**src/hdl/rlsd_pkg.sv**
```systemverilog
// Package with the types, constants and register codes of the serial RGB LED bit driver.
package rlsd_pkg;

  localparam int unsigned COLOR_BITS = 24;
  localparam int unsigned BITS_W     = $clog2(COLOR_BITS + 1);
  localparam int unsigned TICK_W     = 10;
  localparam int unsigned GAP_W      = 16;
  localparam int unsigned CFG_IDX_W  = 3;
  localparam int unsigned CFG_DATA_W = 16;

  localparam logic [23:0]        LAST_COLOR_RST = 24'h123456;
  localparam logic [GAP_W-1:0]   GAP_MAX        = 16'hFFFF;
  localparam logic [TICK_W-1:0]  ONE_HIGH_RST   = 10'd96;
  localparam logic [TICK_W-1:0]  ONE_LOW_RST    = 10'd54;
  localparam logic [TICK_W-1:0]  ZERO_HIGH_RST  = 10'd48;
  localparam logic [TICK_W-1:0]  ZERO_LOW_RST   = 10'd102;
  localparam logic [GAP_W-1:0]   QUIET_GAP_RST  = 16'd36000;

  typedef enum logic [CFG_IDX_W-1:0] {
    CFG_ONE_HIGH  = 3'd0,
    CFG_ONE_LOW   = 3'd1,
    CFG_ZERO_HIGH = 3'd2,
    CFG_ZERO_LOW  = 3'd3,
    CFG_QUIET_GAP = 3'd4
  } cfg_idx_e;

  typedef struct packed {
    logic        action;
    logic [23:0] color;
  } in_t;

  typedef struct packed {
    logic pin_level;
    logic busy_res;
    logic accepted;
    logic skipped;
  } out_t;

  typedef struct packed {
    logic [TICK_W-1:0] one_high_ticks;
    logic [TICK_W-1:0] one_low_ticks;
    logic [TICK_W-1:0] zero_high_ticks;
    logic [TICK_W-1:0] zero_low_ticks;
    logic [GAP_W-1:0]  quiet_gap_ticks;
  } cfg_t;

  typedef struct packed {
    logic [23:0]           last_sent_color;
    logic [COLOR_BITS-1:0] shift_bits;
    logic [BITS_W-1:0]     bits_left;
    logic [TICK_W-1:0]     phase_count;
    logic                  phase_is_high;
    logic                  sending;
    logic                  start_pending;
    logic [GAP_W-1:0]      gap_elapsed;
  } state_t;

  localparam state_t STATE_RST = '{
    last_sent_color: LAST_COLOR_RST,
    shift_bits:      '0,
    bits_left:       '0,
    phase_count:     '0,
    phase_is_high:   1'b0,
    sending:         1'b0,
    start_pending:   1'b0,
    gap_elapsed:     '0
  };

endpackage

```
**src/hdl/rlsd_cfg.sv**
```systemverilog
// Configuration registers of the serial RGB LED bit driver.
module rlsd_cfg
  import rlsd_pkg::*;
(
  input  logic                  clk_i,
  input  logic                  rst_ni,
  input  logic                  cfg_we_i,
  input  logic [CFG_IDX_W-1:0]  cfg_idx_i,
  input  logic [CFG_DATA_W-1:0] cfg_wdata_i,
  output cfg_t                  cfg_o
);

  cfg_t cfg_q;
  cfg_t cfg_d;

  always_comb begin
    cfg_d = cfg_q;
    if (cfg_we_i) begin
      unique case (cfg_idx_i)
        CFG_ONE_HIGH:  cfg_d.one_high_ticks  = cfg_wdata_i[TICK_W-1:0];
        CFG_ONE_LOW:   cfg_d.one_low_ticks   = cfg_wdata_i[TICK_W-1:0];
        CFG_ZERO_HIGH: cfg_d.zero_high_ticks = cfg_wdata_i[TICK_W-1:0];
        CFG_ZERO_LOW:  cfg_d.zero_low_ticks  = cfg_wdata_i[TICK_W-1:0];
        CFG_QUIET_GAP: cfg_d.quiet_gap_ticks = cfg_wdata_i[GAP_W-1:0];
        default:       cfg_d = cfg_q;
      endcase
    end
  end

  always_ff @(posedge clk_i or negedge rst_ni) begin
    if (!rst_ni) begin
      cfg_q.one_high_ticks  <= ONE_HIGH_RST;
      cfg_q.one_low_ticks   <= ONE_LOW_RST;
      cfg_q.zero_high_ticks <= ZERO_HIGH_RST;
      cfg_q.zero_low_ticks  <= ZERO_LOW_RST;
      cfg_q.quiet_gap_ticks <= QUIET_GAP_RST;
    end else begin
      cfg_q <= cfg_d;
    end
  end

  assign cfg_o = cfg_q;

endmodule

```
**src/hdl/rlsd_step.sv**
```systemverilog
// Next-state and result logic for one tick of the serial RGB LED bit driver.
module rlsd_step
  import rlsd_pkg::*;
(
  input  state_t state_i,
  input  cfg_t   cfg_i,
  input  in_t    req_i,
  output state_t state_o,
  output out_t   res_o
);

  function automatic logic [TICK_W-1:0] at_least_one(input logic [TICK_W-1:0] v);
    return (v == '0) ? TICK_W'(1) : v;
  endfunction

  state_t s;
  logic   acc;
  logic   skp;
  logic   busy;
  logic   pin;
  logic   top;
  logic [TICK_W-1:0] high_len;
  logic [TICK_W-1:0] low_len;
  logic [TICK_W-1:0] next_high_len;
  logic [COLOR_BITS-1:0] shifted;

  always_comb begin
    s   = state_i;
    acc = 1'b0;
    skp = 1'b0;

    if (req_i.action && !s.sending && !s.start_pending) begin
      acc = 1'b1;
      if (req_i.color == s.last_sent_color) begin
        skp = 1'b1;
      end else begin
        s.last_sent_color = req_i.color;
        s.shift_bits      = COLOR_BITS'(req_i.color);
        s.start_pending   = 1'b1;
      end
    end

    top      = s.shift_bits[COLOR_BITS-1];
    high_len = at_least_one(top ? cfg_i.one_high_ticks : cfg_i.zero_high_ticks);
    low_len  = at_least_one(top ? cfg_i.one_low_ticks : cfg_i.zero_low_ticks);
    shifted  = {s.shift_bits[COLOR_BITS-2:0], 1'b0};
    next_high_len = at_least_one(shifted[COLOR_BITS-1] ? cfg_i.one_high_ticks
                                                       : cfg_i.zero_high_ticks);

    if (!s.sending) begin
      if (s.start_pending && (s.gap_elapsed >= cfg_i.quiet_gap_ticks)) begin
        s.sending       = 1'b1;
        s.start_pending = 1'b0;
        s.bits_left     = BITS_W'(COLOR_BITS);
        s.phase_is_high = 1'b1;
        s.phase_count   = high_len;
      end else if (s.gap_elapsed < GAP_MAX) begin
        s.gap_elapsed = s.gap_elapsed + GAP_W'(1);
      end
    end

    busy = s.sending | s.start_pending;
    pin  = s.sending & s.phase_is_high;

    if (s.sending) begin
      if (s.phase_count != '0) begin
        s.phase_count = s.phase_count - TICK_W'(1);
      end
      if (s.phase_count == '0) begin
        if (s.phase_is_high) begin
          s.phase_is_high = 1'b0;
          s.phase_count   = low_len;
        end else begin
          s.shift_bits = shifted;
          if (s.bits_left != '0) begin
            s.bits_left = s.bits_left - BITS_W'(1);
          end
          if (s.bits_left == '0) begin
            s.sending     = 1'b0;
            s.gap_elapsed = '0;
          end else begin
            s.phase_is_high = 1'b1;
            s.phase_count   = next_high_len;
          end
        end
      end
    end

    state_o         = s;
    res_o.pin_level = pin;
    res_o.busy_res  = busy;
    res_o.accepted  = acc;
    res_o.skipped   = skp;
  end

endmodule

```
**src/hdl/rgb_led_serial_bit_driver.sv**
```systemverilog
// Top level of the serial RGB LED bit driver with state and result registers.
// Latency: the result of a request is valid in the cycle after it is accepted.
// Throughput: one request per cycle with out_ready_i high (one-pass logic).
// A new request is taken while the result register empties in the same cycle.
// Reset clears the timing state, sets the last colour to its reset value,
// loads the default timing registers and empties the result register.
module rgb_led_serial_bit_driver
  import rlsd_pkg::*;
(
  input  logic                  clk_i,
  input  logic                  rst_ni,
  input  logic                  cfg_we_i,
  input  logic [CFG_IDX_W-1:0]  cfg_idx_i,
  input  logic [CFG_DATA_W-1:0] cfg_wdata_i,
  input  logic                  in_valid_i,
  output logic                  in_ready_o,
  input  in_t                   in_req_i,
  output logic                  out_valid_o,
  input  logic                  out_ready_i,
  output out_t                  out_res_o
);

  cfg_t   cfg;
  state_t state_q;
  state_t state_d;
  out_t   res_d;
  out_t   res_q;
  logic   out_valid_q;
  logic   in_fire;

  rlsd_cfg u_cfg (
    .clk_i       (clk_i),
    .rst_ni      (rst_ni),
    .cfg_we_i    (cfg_we_i),
    .cfg_idx_i   (cfg_idx_i),
    .cfg_wdata_i (cfg_wdata_i),
    .cfg_o       (cfg)
  );

  rlsd_step u_step (
    .state_i (state_q),
    .cfg_i   (cfg),
    .req_i   (in_req_i),
    .state_o (state_d),
    .res_o   (res_d)
  );

  assign in_ready_o = !out_valid_q || out_ready_i;
  assign in_fire    = in_valid_i && in_ready_o;

  always_ff @(posedge clk_i or negedge rst_ni) begin
    if (!rst_ni) begin
      state_q     <= STATE_RST;
      out_valid_q <= 1'b0;
    end else begin
      if (in_fire) begin
        state_q     <= state_d;
        out_valid_q <= 1'b1;
      end else if (out_ready_i) begin
        out_valid_q <= 1'b0;
      end
    end
  end

  always_ff @(posedge clk_i) begin
    if (in_fire) begin
      res_q <= res_d;
    end
  end

  assign out_valid_o = out_valid_q;
  assign out_res_o   = res_q;

`ifndef NO_ASSERTIONS
  a_taken_is_busy: assert property (@(posedge clk_i) disable iff (!rst_ni)
    out_valid_q && res_q.accepted && !res_q.skipped |-> res_q.busy_res)
    else $error("accepted new colour not shown as busy");

  a_pin_needs_busy: assert property (@(posedge clk_i) disable iff (!rst_ni)
    out_valid_q && res_q.pin_level |-> res_q.busy_res)
    else $error("pin high outside a frame");

  a_sending_has_bits: assert property (@(posedge clk_i) disable iff (!rst_ni)
    state_q.sending |-> (state_q.bits_left != '0))
    else $error("frame in progress with no bits left");

  a_empty_takes: assert property (@(posedge clk_i) disable iff (!rst_ni)
    !out_valid_q |-> in_ready_o)
    else $error("empty result register refuses a request");
`endif

endmodule
```
**config.mk**
```make
export PLATFORM = sky130hd
export DESIGN_NAME = rgb_led_serial_bit_driver
export DESIGN_NICKNAME = d
export VERILOG_FILES = /design/src/hdl/rlsd_pkg.sv /design/src/hdl/rlsd_cfg.sv /design/src/hdl/rlsd_step.sv /design/src/hdl/rgb_led_serial_bit_driver.sv
export SDC_FILE = /design/constraint.sdc
export NUM_CORES = 1
export LEC_CHECK = 0
export BUFFER_PORTS_ARGS = -buffer_cell sky130_fd_sc_hd__buf_4
export CAP_MARGIN = 5
export CORE_ASPECT_RATIO = 0.9
export CORE_UTILIZATION = 31
export DETAILED_ROUTE_END_ITERATION = 16
export PLACE_DENSITY = 0.55
export SLEW_MARGIN = 20
export SYNTH_ARGS = -nofsm -noshare
export SYNTH_HDL_FRONTEND = slang
export SYNTH_SLANG_ARGS = --single-unit
export TNS_END_PERCENT = 5
```
**constraint.sdc**
```tcl
create_clock -name clk_i -period 6.6 [get_ports clk_i]
set_input_delay 0.66 -clock clk_i [delete_from_list [all_inputs] [get_ports clk_i]]
set_output_delay 0.66 -clock clk_i [all_outputs]
set_load 0.05 [all_outputs]
```
Yosys cells after proc, flatten, opt, wreduce, memory -nomap -nowiden:

Index checks and enable logic that the tools add are counted.

* register bits: 143
* output and inout bits: 6

* $add $sub $neg: 3
* magnitude comparators: 2
* equality and inequality tests: 5
* multiplexer cells: 35
* bitwise gates (word level): 3
* reductions and logical operators: 23

Operator list (number)
* 16-bit 2-to-1 mux: 6
* 41-bit 2-to-1 mux: 2
* 10-bit 2-to-1 mux: 8
* 24-bit 2-to-1 mux: 2
* 10-bit zero test: 4
* 34-bit 2-to-1 mux: 1
* 29-bit 2-to-1 mux: 1
* 24-bit == test: 1
* 11-bit 2-to-1 mux: 2
* 5-bit 2-to-1 mux: 4
* 18-bit 2-to-1 mux: 1
* 16-bit by 1-bit adder with 16-bit output, second input constant: 1
* 16-bit greater-or-equal comparator: 1
* 16-bit less-than comparator, second input constant: 1
* 2-bit AND reduction: 5
* 10-bit nonzero test: 1
* 10-bit by 1-bit subtractor with 10-bit output, second input constant: 1
* 1-bit 2-to-1 mux: 8
* 3-bit by 2-bit == test with 1-bit output, second input constant: 2
* 5-bit zero test: 1
* 5-bit nonzero test: 1
* 5-bit by 1-bit subtractor with 5-bit output, second input constant: 1
* 1-bit logical AND: 4
* 3-bit by 1-bit == test with 1-bit output, second input constant: 1
* 9 further kinds: 11

Logic depth before layout (Yosys ltp):

Gate-level depths: netlist of run 1.

* depth in word-level cells: 20
* mapped depth: 24

Cells and area by module:

A second synthesis of run 1 with hierarchy kept.

* cells, all modules: 913
* area total of the unflattened synthesis: 9715.6 um2

By module, submodules not included
* rlsd_step: instances 1, cells each 608, area each 3925.0 um2
* rgb_led_serial_bit_driver: instances 1, cells each 182, area each 3590.9 um2
* rlsd_cfg: instances 1, cells each 123, area each 2199.6 um2

Worst setup path before layout of run 1:

Ideal clock, no wire load.

* kind: reg2reg
* from: reg u_cfg.cfg_q, in the netlist u_cfg.cfg_o[11]
* to: reg state_q[29] (netlist name)
* data arrival time: 4.969 ns
* data required time: 6.474 ns
* setup slack: 1.505 ns
* stages on the path, launching flop included: 24
* period minus slack after synthesis: 5.095 ns
* path through: dfstp_2 > inv_1 > ha_1 > o2111ai_1 > a311oi_1 > nor2_1 > a211oi_1 > and2_1 > buf_2 > buf_2 > buf_1 > mux2i_1 > ha_1 > nand2b_1 > or3_1 > nor3_1 > nand3b_1 > o31a_1 > mux2i_1 > nand2_1 > or3_4 > buf_6 > buf_6 > a221o_1

* word-level cells in the longest chain between the ends: 12
* elaborated cells on any way between the ends: 18
* those cells by class: 2 x add/sub; 1 x order compare; 11 x mux; 4 x reduce/logical

Ends and longest elaborated chain
* start: declaration: line rlsd_cfg.sv:13 `cfg_t cfg_q;`
* start signal: assignment: line rlsd_cfg.sv:38 `cfg_q <= cfg_d;`
* 16-bit greater-or-equal comparator *: line rlsd_step.sv:51 `if (s.start_pending && (s.gap_elapsed >= cfg_i.quiet_gap_ticks)) begin`
* 1-bit logical AND *: line rlsd_step.sv:51
* 18-bit 2-to-1 mux *: line rlsd_step.sv:51
* 34-bit 2-to-1 mux *: line rlsd_step.sv:50 `if (!s.sending) begin`
* branches (longest 7 deep; another with 10-bit by 1-bit subtractor with 10-bit output)
* 41-bit 2-to-1 mux *: line rlsd_step.sv:65 `if (s.sending) begin`
* end signal: assignment: line rgb_led_serial_bit_driver.sv:57 `state_q <= state_d;`
* end: declaration: line rgb_led_serial_bit_driver.sv:24 `state_t state_q;`

Mark *: on every way between the ends. The select of a mux whose other input is x is not followed.
A chain may end at the register's enable or synchronous reset.

Worst setup path in the final report of run 1:

* from: reg u_cfg.cfg_q, in the netlist u_cfg.cfg_o[11]
* to: reg state_q[1] (netlist name)

* word-level cells in the longest chain between the ends: 14
* elaborated cells on any way between the ends: 21
* those cells by class: 2 x add/sub; 1 x order compare; 13 x mux; 5 x reduce/logical

Ends and longest elaborated chain
* 16-bit greater-or-equal comparator *: line rlsd_step.sv:51
* 1-bit logical AND *: line rlsd_step.sv:51
* 18-bit 2-to-1 mux: line rlsd_step.sv:51
* 34-bit 2-to-1 mux *: line rlsd_step.sv:50
* 5-bit by 1-bit subtractor with 5-bit output or 5-bit nonzero test (tied branches): line rlsd_step.sv:76, rlsd_step.sv:75
* 5-bit 2-to-1 mux: line rlsd_step.sv:75 `if (s.bits_left != '0) begin`
* 5-bit 2-to-1 mux: line rlsd_step.sv:70 `if (s.phase_is_high) begin`
* 5-bit 2-to-1 mux: line rlsd_step.sv:69 `if (s.phase_count == '0) begin`
* 5-bit 2-to-1 mux: line rlsd_step.sv:65
* 5-bit zero test: line rlsd_step.sv:78 `if (s.bits_left == '0) begin`
* 16-bit 2-to-1 mux: line rlsd_step.sv:78
* 16-bit 2-to-1 mux: line rlsd_step.sv:70
* 16-bit 2-to-1 mux: line rlsd_step.sv:69
* 16-bit 2-to-1 mux *: line rlsd_step.sv:65

Mark *: on every way between the ends. The rest lies on a longest branch, timed or not. The select of a mux whose other input is x is not followed.

==> results of run 1 <==
worst register-to-register path, delay by kind of cell (launching register included):
family | cells | cell delay [ns]
AND/OR/NAND/NOR | 9 | 2.39
multiplexers | 2 | 0.52
buffers and inverters | 2 | 0.28
flip-flops | 1 | 0.51
adder cells (fa/ha/maj) | 2 | 0.63
AO/OA/AOI/OAI | 5 | 1.22
cell families (layout without fill, tap and decap cells):
logic type / count (synthesis) / after routing / synth area share
compound gates: 174 / 174 / 0.138
flops: 143 / 143 / 0.419
mux: 132 / 132 / 0.163
simple gates: 295 / 295 / 0.176
buf+inv: 69 / 130 / 0.0338
xor+xnor: 42 / 42 / 0.0425
fa+ha+maj: 19 / 19 / 0.0275
worst max-delay path by stage:
| stage | depth (start not counted) | end | start |
|---|---|---|---|
| floorplan | 23 | state_q[29] | u_cfg.cfg_o[11] |
| global placement | 20 | state_q[1] | in_req_i[0] |
| detailed placement | 20 | state_q[41] | in_req_i[13] |
| CTS | 20 | state_q[1] | u_cfg.cfg_o[11] |
| global route | 20 | state_q[1] | u_cfg.cfg_o[11] |
| finish | 20 | state_q[1] | u_cfg.cfg_o[11] |
per-layer routing:
metal / GRT usage / part of all wire
met1: 0.265 / 0.52
met2: 0.242 / 0.43
met3: 0.0362 / 0.045
met4: 0.0362 / 0.0081
met5: 0 / 0
placed cells by master, fill, tap and decap left out, types with 5 or more instances in the layout:
cell type | netlist | routed
a21oi_1 | 37 | 37
buf_4 | 1 | 70
nand3_1 | 20 | 20
xnor2_1 | 24 | 24
o22ai_1 | 10 | 10
o31a_1 | 5 | 5
nor4_1 | 5 | 5
or3_1 | 7 | 7
a31oi_1 | 9 | 9
nor3_2 | 11 | 12
dfstp_2 | 26 | 26
nor3_1 | 38 | 37
dfrtp_1 | 113 | 113
mux2_2 | 70 | 70
o21ai_0 | 43 | 43
o21ai_1 | 6 | 6
mux2i_1 | 60 | 59
nand2_1 | 77 | 77
xor2_1 | 18 | 18
clkbuf_16 | 0 | 18
a221o_1 | 26 | 26
ha_1 | 19 | 19
inv_1 | 27 | 27
nor2_1 | 73 | 72
a211oi_1 | 5 | 5
nor2b_1 | 5 | 5
nand4_1 | 9 | 9
and3_1 | 8 | 8
and2_1 | 5 | 5
nand2b_1 | 14 | 14
power by group:
part           internal (mW)  switching, mW
Combinational          0.611          0.715
Sequential              1.16          0.228
Clock                  0.550          0.392
state kept, by name, indices dropped and copies added, names as in the netlist:
name	count
out_valid_o	1
state_q	82
out_res_o	4
u_cfg.cfg_o	56
cell type report:
type | count | area share
clock buffer | 23 | 0.0477
inverter | 27 | 0.0101
sequential | 143 | 0.362
tap | 354 | 0.0441
multi-input combinational | 662 | 0.474
clock inverter | 9 | 0.00848
timing repair buffer | 71 | 0.0535
==> out/metrics.yaml, run 1 <==
run_status: "finished clean"
hold_class: "in -> async"
crit_slowest_cell: "or3_4"
grt_pass1_vias: 6619
drt_iter0_markers: 504
fp-row-count: 57
dp.cells: 1257
antenna_found_initial: 0
worstPathArrival_ns: 5.96
critical_path.cell_chain: "inv_1, ha_1, o2111ai_1, a311oi_1, nor2_1, a211oi_1, and2_1, mux2i_1, ha_1, nand2b_1, or3_1, nor3_1, nand3b_1, o31a_1, mux2i_1, nand2_1, or3_4, nor3_4, buf_4, o21ai_0"
ys.flop_type: "dfrtp_1"
whs_ns: 0.284
skew_ns: 0.0121
ys_types: 70
finalSetupViolCount: 0
synth_area_per_cell_um2: 9.91
postPlaceCellArea_um2: 9460
place_congestion: 0.893
drive_gt1_frac: 0.237
fp.dieW_um: 178
ys_top_cells_by_area: "dfrtp_1, mux2_2, dfstp_2"
ys_ff_latch: 143
ys_seq_area_frac: 0.419
worstPathRequired_ns: 6.89
cts_inserted_buffers: 17
reg2reg_depth: 20
relSlewSlack: 0.347
netlist_top_cells_count: "dfrtp_1, nand2_1, nor2_1, mux2_2, mux2i_1"
area_growth_pct: 15.9
synth_area_um2: 8660
crit_type: "reg -> reg"
cts_tree: "done"
rsz0062_at_grt: "false"
critPathMaxFanout: 27
ir_worst_vdd_uv: 189
vias_per_cell: 5.33
fillerInstances: 2779
place.port_buffers: 54
crit_path_start_kind: "flop"
drtPass1Iterations: 5
clock.fmax_mhz: 177
fp.dieArea_um2: 28600
worstReg2RegEnd: "state_q[1]"
fin_ws_ns: 0.934
ys_async_sr_fraction: 0.972
path_buf_inv: 2
post-place-ws_ns: 0.780
yosys_warnings: 0
io_pins: 55
grt_usage: 0.172
cts_hold_buf: 0
synth_edf_count: 4
path_delay_family: "simple AND/OR/NAND/NOR gates"
endpoint_kind: "flop"
clock-root-buffer: "clkbuf_16"
synthCells: 874
ant_nets: 0
p_leak_nw: 4.30
max_cap_viol_count: 0
final_util: 0.368
worstMarginPinSlew_ns: 0.975
final-seq-area_um2: 3630
period_needed_ns: 5.67
drc: 0
power.density_nw_per_um2: 364
setup_tns_ns: 0
vias: 6867
drt_wl_total_um: 23700
hold_violations: 0
fin_nets: 990
cts.repair.resized: 0
synth_top_area_frac: 0.327
synth.most_common_cell: "dfrtp_1"
r2r-start: "u_cfg.cfg_o[11]"
post_cts_buffers: 0
dp_hpwl_um: 17000
yosys.area.top_type: "dfrtp_1"
die_y_um: 161
clkTransAtPathRegs_ns: 0.06
grt_pass1_wl_um: 37700
reg2reg_slack_ns: 0.93
grt_start_max_net_pins: 80
numClockSinks: 143
syn_nets: 942
clk_latency_ns: 0.43
grt.overflow.total: 0
core-area_um2: 27200
final-instance-count-excl-fill: 1289
p_total_mw: 3.65
final_area_um2: 10000
multi_input_area_um2: 4760
htreeDepth: 4
fin_crit_sh: 0.858
diodes: 0
maxSlewViolCount: 0
clk_path_buf_depth: 2
slowest_delay_ns: 0.60
start_util: 0.318
wl_per_cell_um: 18.4
Note: power is estimated with default switching activity, not from simulation.
==> inputs of run 2 (changes only) <==
ABC_AREA = 1   (was unset)
CTS_CLUSTER_SIZE = 16   (was unset)
==> run 2 against run 1 <==
Against the previous run: the flow now finishes with violations (design-rule violations); cell area is 0.70% higher; non-clock buffer count fell by 9; maximum frequency is 5.9% higher; utilization down 0.67 points; sequential share of layout area decreased by 0.25 points; final cell count up 30%; flip-flop and latch count unchanged; combinational power down 28%; critical path depth increased by 11; register-to-register slack improved by 0.32 ns.
==> out/metrics.yaml, run 2 <==
slowest_delay_ns: 0.54
grt_pass1_wl_um: 38800
drt_iter0_markers: 539
clkTransAtPathRegs_ns: 0.06
drive_gt1_frac: 0.118
fin_nets: 1371
place.port_buffers: 54
crit_type: "reg -> reg"
start_util: 0.315
reg2reg_depth: 31
antenna_found_initial: 0
crit_path_start_kind: "flop"
drc: 5
endpoint_kind: "flop"
p_total_mw: 3.09
yosys.area.top_type: "dfrtp_1"
maxSlewViolCount: 0
dp_hpwl_um: 16100
synth_edf_count: 4
largest_reg_flops: 82
cts_hold_buf: 0
top_register: "state_q"
post_cts_buffers: 0
synthCells: 1272
grt_start_max_net_pins: 85
cts.repair.resized: 0
yosys_warnings: 0
fp.dieW_um: 180
numClockSinks: 143
power.density_nw_per_um2: 306
cp_common_cell: "nand2_1"
run_status: "finished with violations"
grt.overflow.total: 0
ys.flop_type: "dfrtp_1"
ys_async_sr_fraction: 0.972
rsz0062_at_grt: "false"
grt_pass1_vias: 7466
wl_per_cell_um: 13.7
violations: "design-rule violations"
final-seq-area_um2: 3630
synth_area_per_cell_um2: 6.92
relSlewSlack: 0.456
netlist_top_cells_count: "nand2_1, inv_1, o21ai_0, dfrtp_1, nand3_1"
hold_violations: 0
ir_worst_vdd_uv: 199
ant_nets: 0
cts_inserted_buffers: 17
worstMarginPinSlew_ns: 0.815
period_needed_ns: 5.35
ys_top_cells_by_area: "dfrtp_1, nand2_1, dfstp_2"
multi_input_area_um2: 4320
drtPass1Iterations: 12
skew_ns: 0.0163
worstPathRequired_ns: 6.96
max_cap_viol_count: 0
cts_tree: "done"
drt_wl_total_um: 23000
final_common_cell: "nand2_1"
clk_latency_ns: 0.44
critPathMaxFanout: 51
clock.fmax_mhz: 187
p_leak_nw: 5.15
ys_types: 45
htreeDepth: 4
area_growth_pct: 14.8
fillerInstances: 2944
vias_per_cell: 4.71
crit_slowest_cell: "dfstp_2"
worstPathArrival_ns: 5.71
clock-root-buffer: "clkbuf_16"
fp.dieArea_um2: 29100
synth_area_um2: 8800
diodes: 0
ys_ff_latch: 143
vias: 7889
synth_top_area_frac: 0.321
ys_seq_area_frac: 0.413
finalSetupViolCount: 0
fin_crit_sh: 0.811
hold_class: "in -> async"
setup_tns_ns: 0
fp-row-count: 58
syn_nets: 1340
place_congestion: 0.876
layout_common_cells: "nand2_1, inv_1, o21ai_0"
die_y_um: 162
grt_usage: 0.166
io_pins: 55
synth.most_common_cell: "nand2_1"
core-area_um2: 27900
clk_path_buf_depth: 2
run 2: cell count changes in the layout (fill, tap and decap cells not counted), sizes merged, moves of 9 or more:
cell / change
a221o: -26
buf: -9
inv: +140
mux2: -70
mux2i: -58
nand2: +362
nand2b: -14
nand3: +89
nor2: +16
nor3: -37
o21ai: +106
o22ai: -9
xnor2: -23
run 2: worst max-delay path, delay by kind of cell, from the launching register on:
kind	cells	cell delay (ns)
compound gates	1	0.16
flops	1	0.54
buf+inv	1	0.04
fa+ha+maj	1	0.26
simple gates	28	4.23
run 2: area by class of cell:
| type | instances | area share |
|---|---|---|
| well taps | 360 | 0.0446 |
| clock inverters | 10 | 0.0134 |
| flip-flops and latches | 143 | 0.359 |
| inverters | 167 | 0.0620 |
| repair buffers | 62 | 0.0464 |
| clock buffers | 22 | 0.0470 |
| multi-input cells | 912 | 0.427 |
run 2: metrics by stage:
stage	utilization	cells	instance area (µm²)	setup WS [ns]	hold slack [ns]
floorplan	-	1272	8800	2.80	0.364
global placement	0.340	1644	9490	1.02	0.464
detailed placement	0.340	1644	9490	0.960	0.468
CTS	0.362	1676	10100	1.21	0.341
global route	0.362	1676	10100	0.592	0.382
finish	0.362	1676	10100	1.25	0.307
run 2: cells by family after synthesis:
family                   share of synthesized area
AO/OA/AOI/OAI                                0.117
XOR/XNOR                                    0.0149
adder cells (fa/ha/maj)                     0.0270
buffers and inverters                       0.0975
flip-flops                                   0.413
multiplexers                               0.00469
AND/OR/NAND/NOR                              0.326
run 2: per-layer routing:
| metal | global-route usage | vias up | share of wire |
|---|---|---|---|
| li1 | - | 4092 | - |
| met3 | 0.0307 | 15 | 0.046 |
| met4 | 0.0341 | 0 | 0.0067 |
| met1 | 0.244 | 3615 | 0.52 |
| met5 | 0 | - | 0 |
| met2 | 0.254 | 167 | 0.42 |
run 2: where the power goes:
part           switching (mW)  internal (mW)
clock                   0.385          0.625
combinational           0.643          0.319
sequential             0.0810           1.04
total                    1.11           1.98
run 2: path summary, 6_finish.rpt:
kind                                      start  slack [ns]              end
worst max-delay path                state_q[78]        1.25      state_q[32]
worst min-delay path                     rst_ni        0.31      state_q[69]
worst max register to register      state_q[78]        1.25      state_q[32]
worst min register to register      state_q[31]        0.48      state_q[31]
max in group asynchronous                rst_ni        5.03      state_q[33]
min in group clk_i              cfg_wdata_i[11]        0.47  u_cfg.cfg_o[11]
==> inputs of run 3 (changes only) <==
ABC_AREA = 0   (was 1)
clock period = 5.39 ns   (was 6.6 ns; I/O delays follow)
==> run 3 against run 2 <==
Against the previous run: the flow now finishes without violations; register-to-register slack lost 0.94 ns; power grew 49%; flip-flop and latch count is the same; cell area grew 0.94%; global-route usage grew 0.59 points; sequential share of layout area shrank 0.33 points; die area shrank 1.6%; maximum frequency grew 5.3%; final cell count shrank 22%; clock power grew 22%; combinational power grew 75%; critical endpoint is now state_q[41].
==> out/metrics.yaml, run 3 (synthesis gave the netlist of run 1 again) <==
slowest_delay_ns: 0.53
numClockSinks: 143
worstMarginPinSlew_ns: 1.09
critPathMaxFanout: 15
start_util: 0.318
grt_usage: 0.172
worstPathRequired_ns: 5.75
place_congestion: 0.933
maxSlewViolCount: 0
io_pins: 55
grt_pass1_vias: 6560
crit_slowest_cell: "or3_4"
diodes: 0
layout_common_cells: "dfrtp_1, buf_4, nand2_1"
dp_hpwl_um: 16900
fin_nets: 1006
htreeDepth: 4
core-area_um2: 27200
p_sw_frac: 0.363
pwr-share-clk: 0.267
place.port_buffers: 54
path_buf_inv: 3
hold_violations: 0
power.density_nw_per_um2: 451
vias: 6947
reg2reg_slack_ns: 0.31
cp_common_cell: "o2111ai_1"
grt_start_max_net_pins: 52
area_growth_pct: 17.8
fp.dieArea_um2: 28600
max_cap_viol_count: 0
p_sw_mw: 1.67
antenna_found_initial: 0
hold_class: "in -> async"
crit_start: "u_cfg.cfg_o[11]"
whs_ns: 0.0535
path_delay_family: "compound AO/OA/AOI/OAI gates"
ant_nets: 0
fin_ws_ns: 0.308
run_status: "finished clean"
crit_path_start_kind: "flop"
p_seq_frac: 0.368
endpoint_kind: "flop"
finalSetupViolCount: 0
final_util: 0.374
clk_path_buf_depth: 2
top_register: "state_q"
period_needed_ns: 5.08
skew_ns: 0.0110
fp-row-count: 57
final_common_cell: "dfrtp_1"
vias_per_cell: 5.32
largest_reg_flops: 82
p_leak_nw: 4.41
drt_wl_total_um: 23600
fp.dieW_um: 178
cts_inserted_buffers: 17
clkTransAtPathRegs_ns: 0.06
drt_iter0_markers: 638
die_y_um: 161
rsz0062_at_grt: "false"
clock.fmax_mhz: 197
drtPass1Iterations: 5
setup_tns_ns: 0
worstPathArrival_ns: 5.44
crit_type: "reg -> reg"
cts_hold_buf: 0
r2r-start: "u_cfg.cfg_o[11]"
cts_tree: "done"
fillerInstances: 2733
ir_worst_vdd_uv: 203
grt_pass1_wl_um: 38100
clk_latency_ns: 0.43
relSlewSlack: 0.271
grt.overflow.total: 0
drc: 0
post-place-ws_ns: 0.161
power_frac_comb: 0.365
clock-root-buffer: "clkbuf_16"
power.internal_mw: 2.94
fin_crit_sh: 0.943
p_total_mw: 4.61
drive_gt1_frac: 0.256
critical_path.cell_chain: "inv_1, ha_1, o2111ai_1, a311oi_1, nor2_1, a211oi_2, and2_1, mux2i_1, ha_1, buf_4, o2111ai_1, nor2b_1, a21oi_1, a221oi_1, o2111ai_1, or3_4, buf_4, nor3_1, a221o_1"
wl_per_cell_um: 18.1
-- run 3: routing by layer --
| layer | vias up | global-route usage | share of wire |
|---|---|---|---|
| met5 | - | 0 | 0 |
| met4 | 0 | 0.0389 | 0.010 |
| met3 | 14 | 0.0341 | 0.057 |
| met2 | 199 | 0.237 | 0.42 |
| met1 | 3403 | 0.271 | 0.51 |
| li1 | 3331 | - | - |
-- run 3: layout make-up --
type	count	area (µm²)	area share
Inverter	27	101	0.00993
Clock buffer	21	482	0.0472
Tap cell	354	443	0.0434
Clock inverter	11	125	0.0123
Timing Repair Buffer	87	657	0.0644
Multi-Input combinational cell	662	4760	0.467
Sequential cell	143	3630	0.356
-- run 3: power groups by stage --
stage | combinational, mW | sequential, mW | clock, mW
finish | 1.68 | 1.69 | 1.23
detailed placement | 1.65 | 1.70 | 0
global route | 1.85 | 1.74 | 1.30
floorplan | 1.23 | 1.61 | 0
global placement | 1.65 | 1.70 | 0
CTS | 1.66 | 1.69 | 1.26
-- run 3: through the flow --
step | instances | cell area [µm²]
after global routing | 1305 | 10200
after CTS | 1304 | 10200
after global placement | 1272 | 9580
final | 1305 | 10200
after floorplan | 874 | 8660
after detailed placement | 1272 | 9580
-- run 3: worst register-to-register path: stages, from the launching register on --
cell and delay, ns:
dfstp_2 0.52, inv_1 0.04, ha_1 0.33, o2111ai_1 0.13, a311oi_1 0.28, nor2_1 0.09, a211oi_2 0.33, and2_1 0.26
mux2i_1 0.27, ha_1 0.21, buf_4 0.14, o2111ai_1 0.27, nor2b_1 0.25, a21oi_1 0.15, a221oi_1 0.35, o2111ai_1 0.22
or3_4 0.53, buf_4 0.25, nor3_1 0.25, a221o_1 0.15
-- run 3: path summary, 6_finish.rpt --
kind / endpoint / cells after the start
max: state_q[41] / 19
min: u_cfg.cfg_o[6] / 1
max reg2reg: state_q[41] / 19
min reg2reg: state_q[34] / 2
max in group asynchronous: state_q[41] / 2
min in group clk_i: u_cfg.cfg_o[11] / 3
-- run 3: repair_timing --
action,in CTS,in global routing
buffers inserted,0,1
setup endpoints to repair,0,45
gates resized for setup,0,3
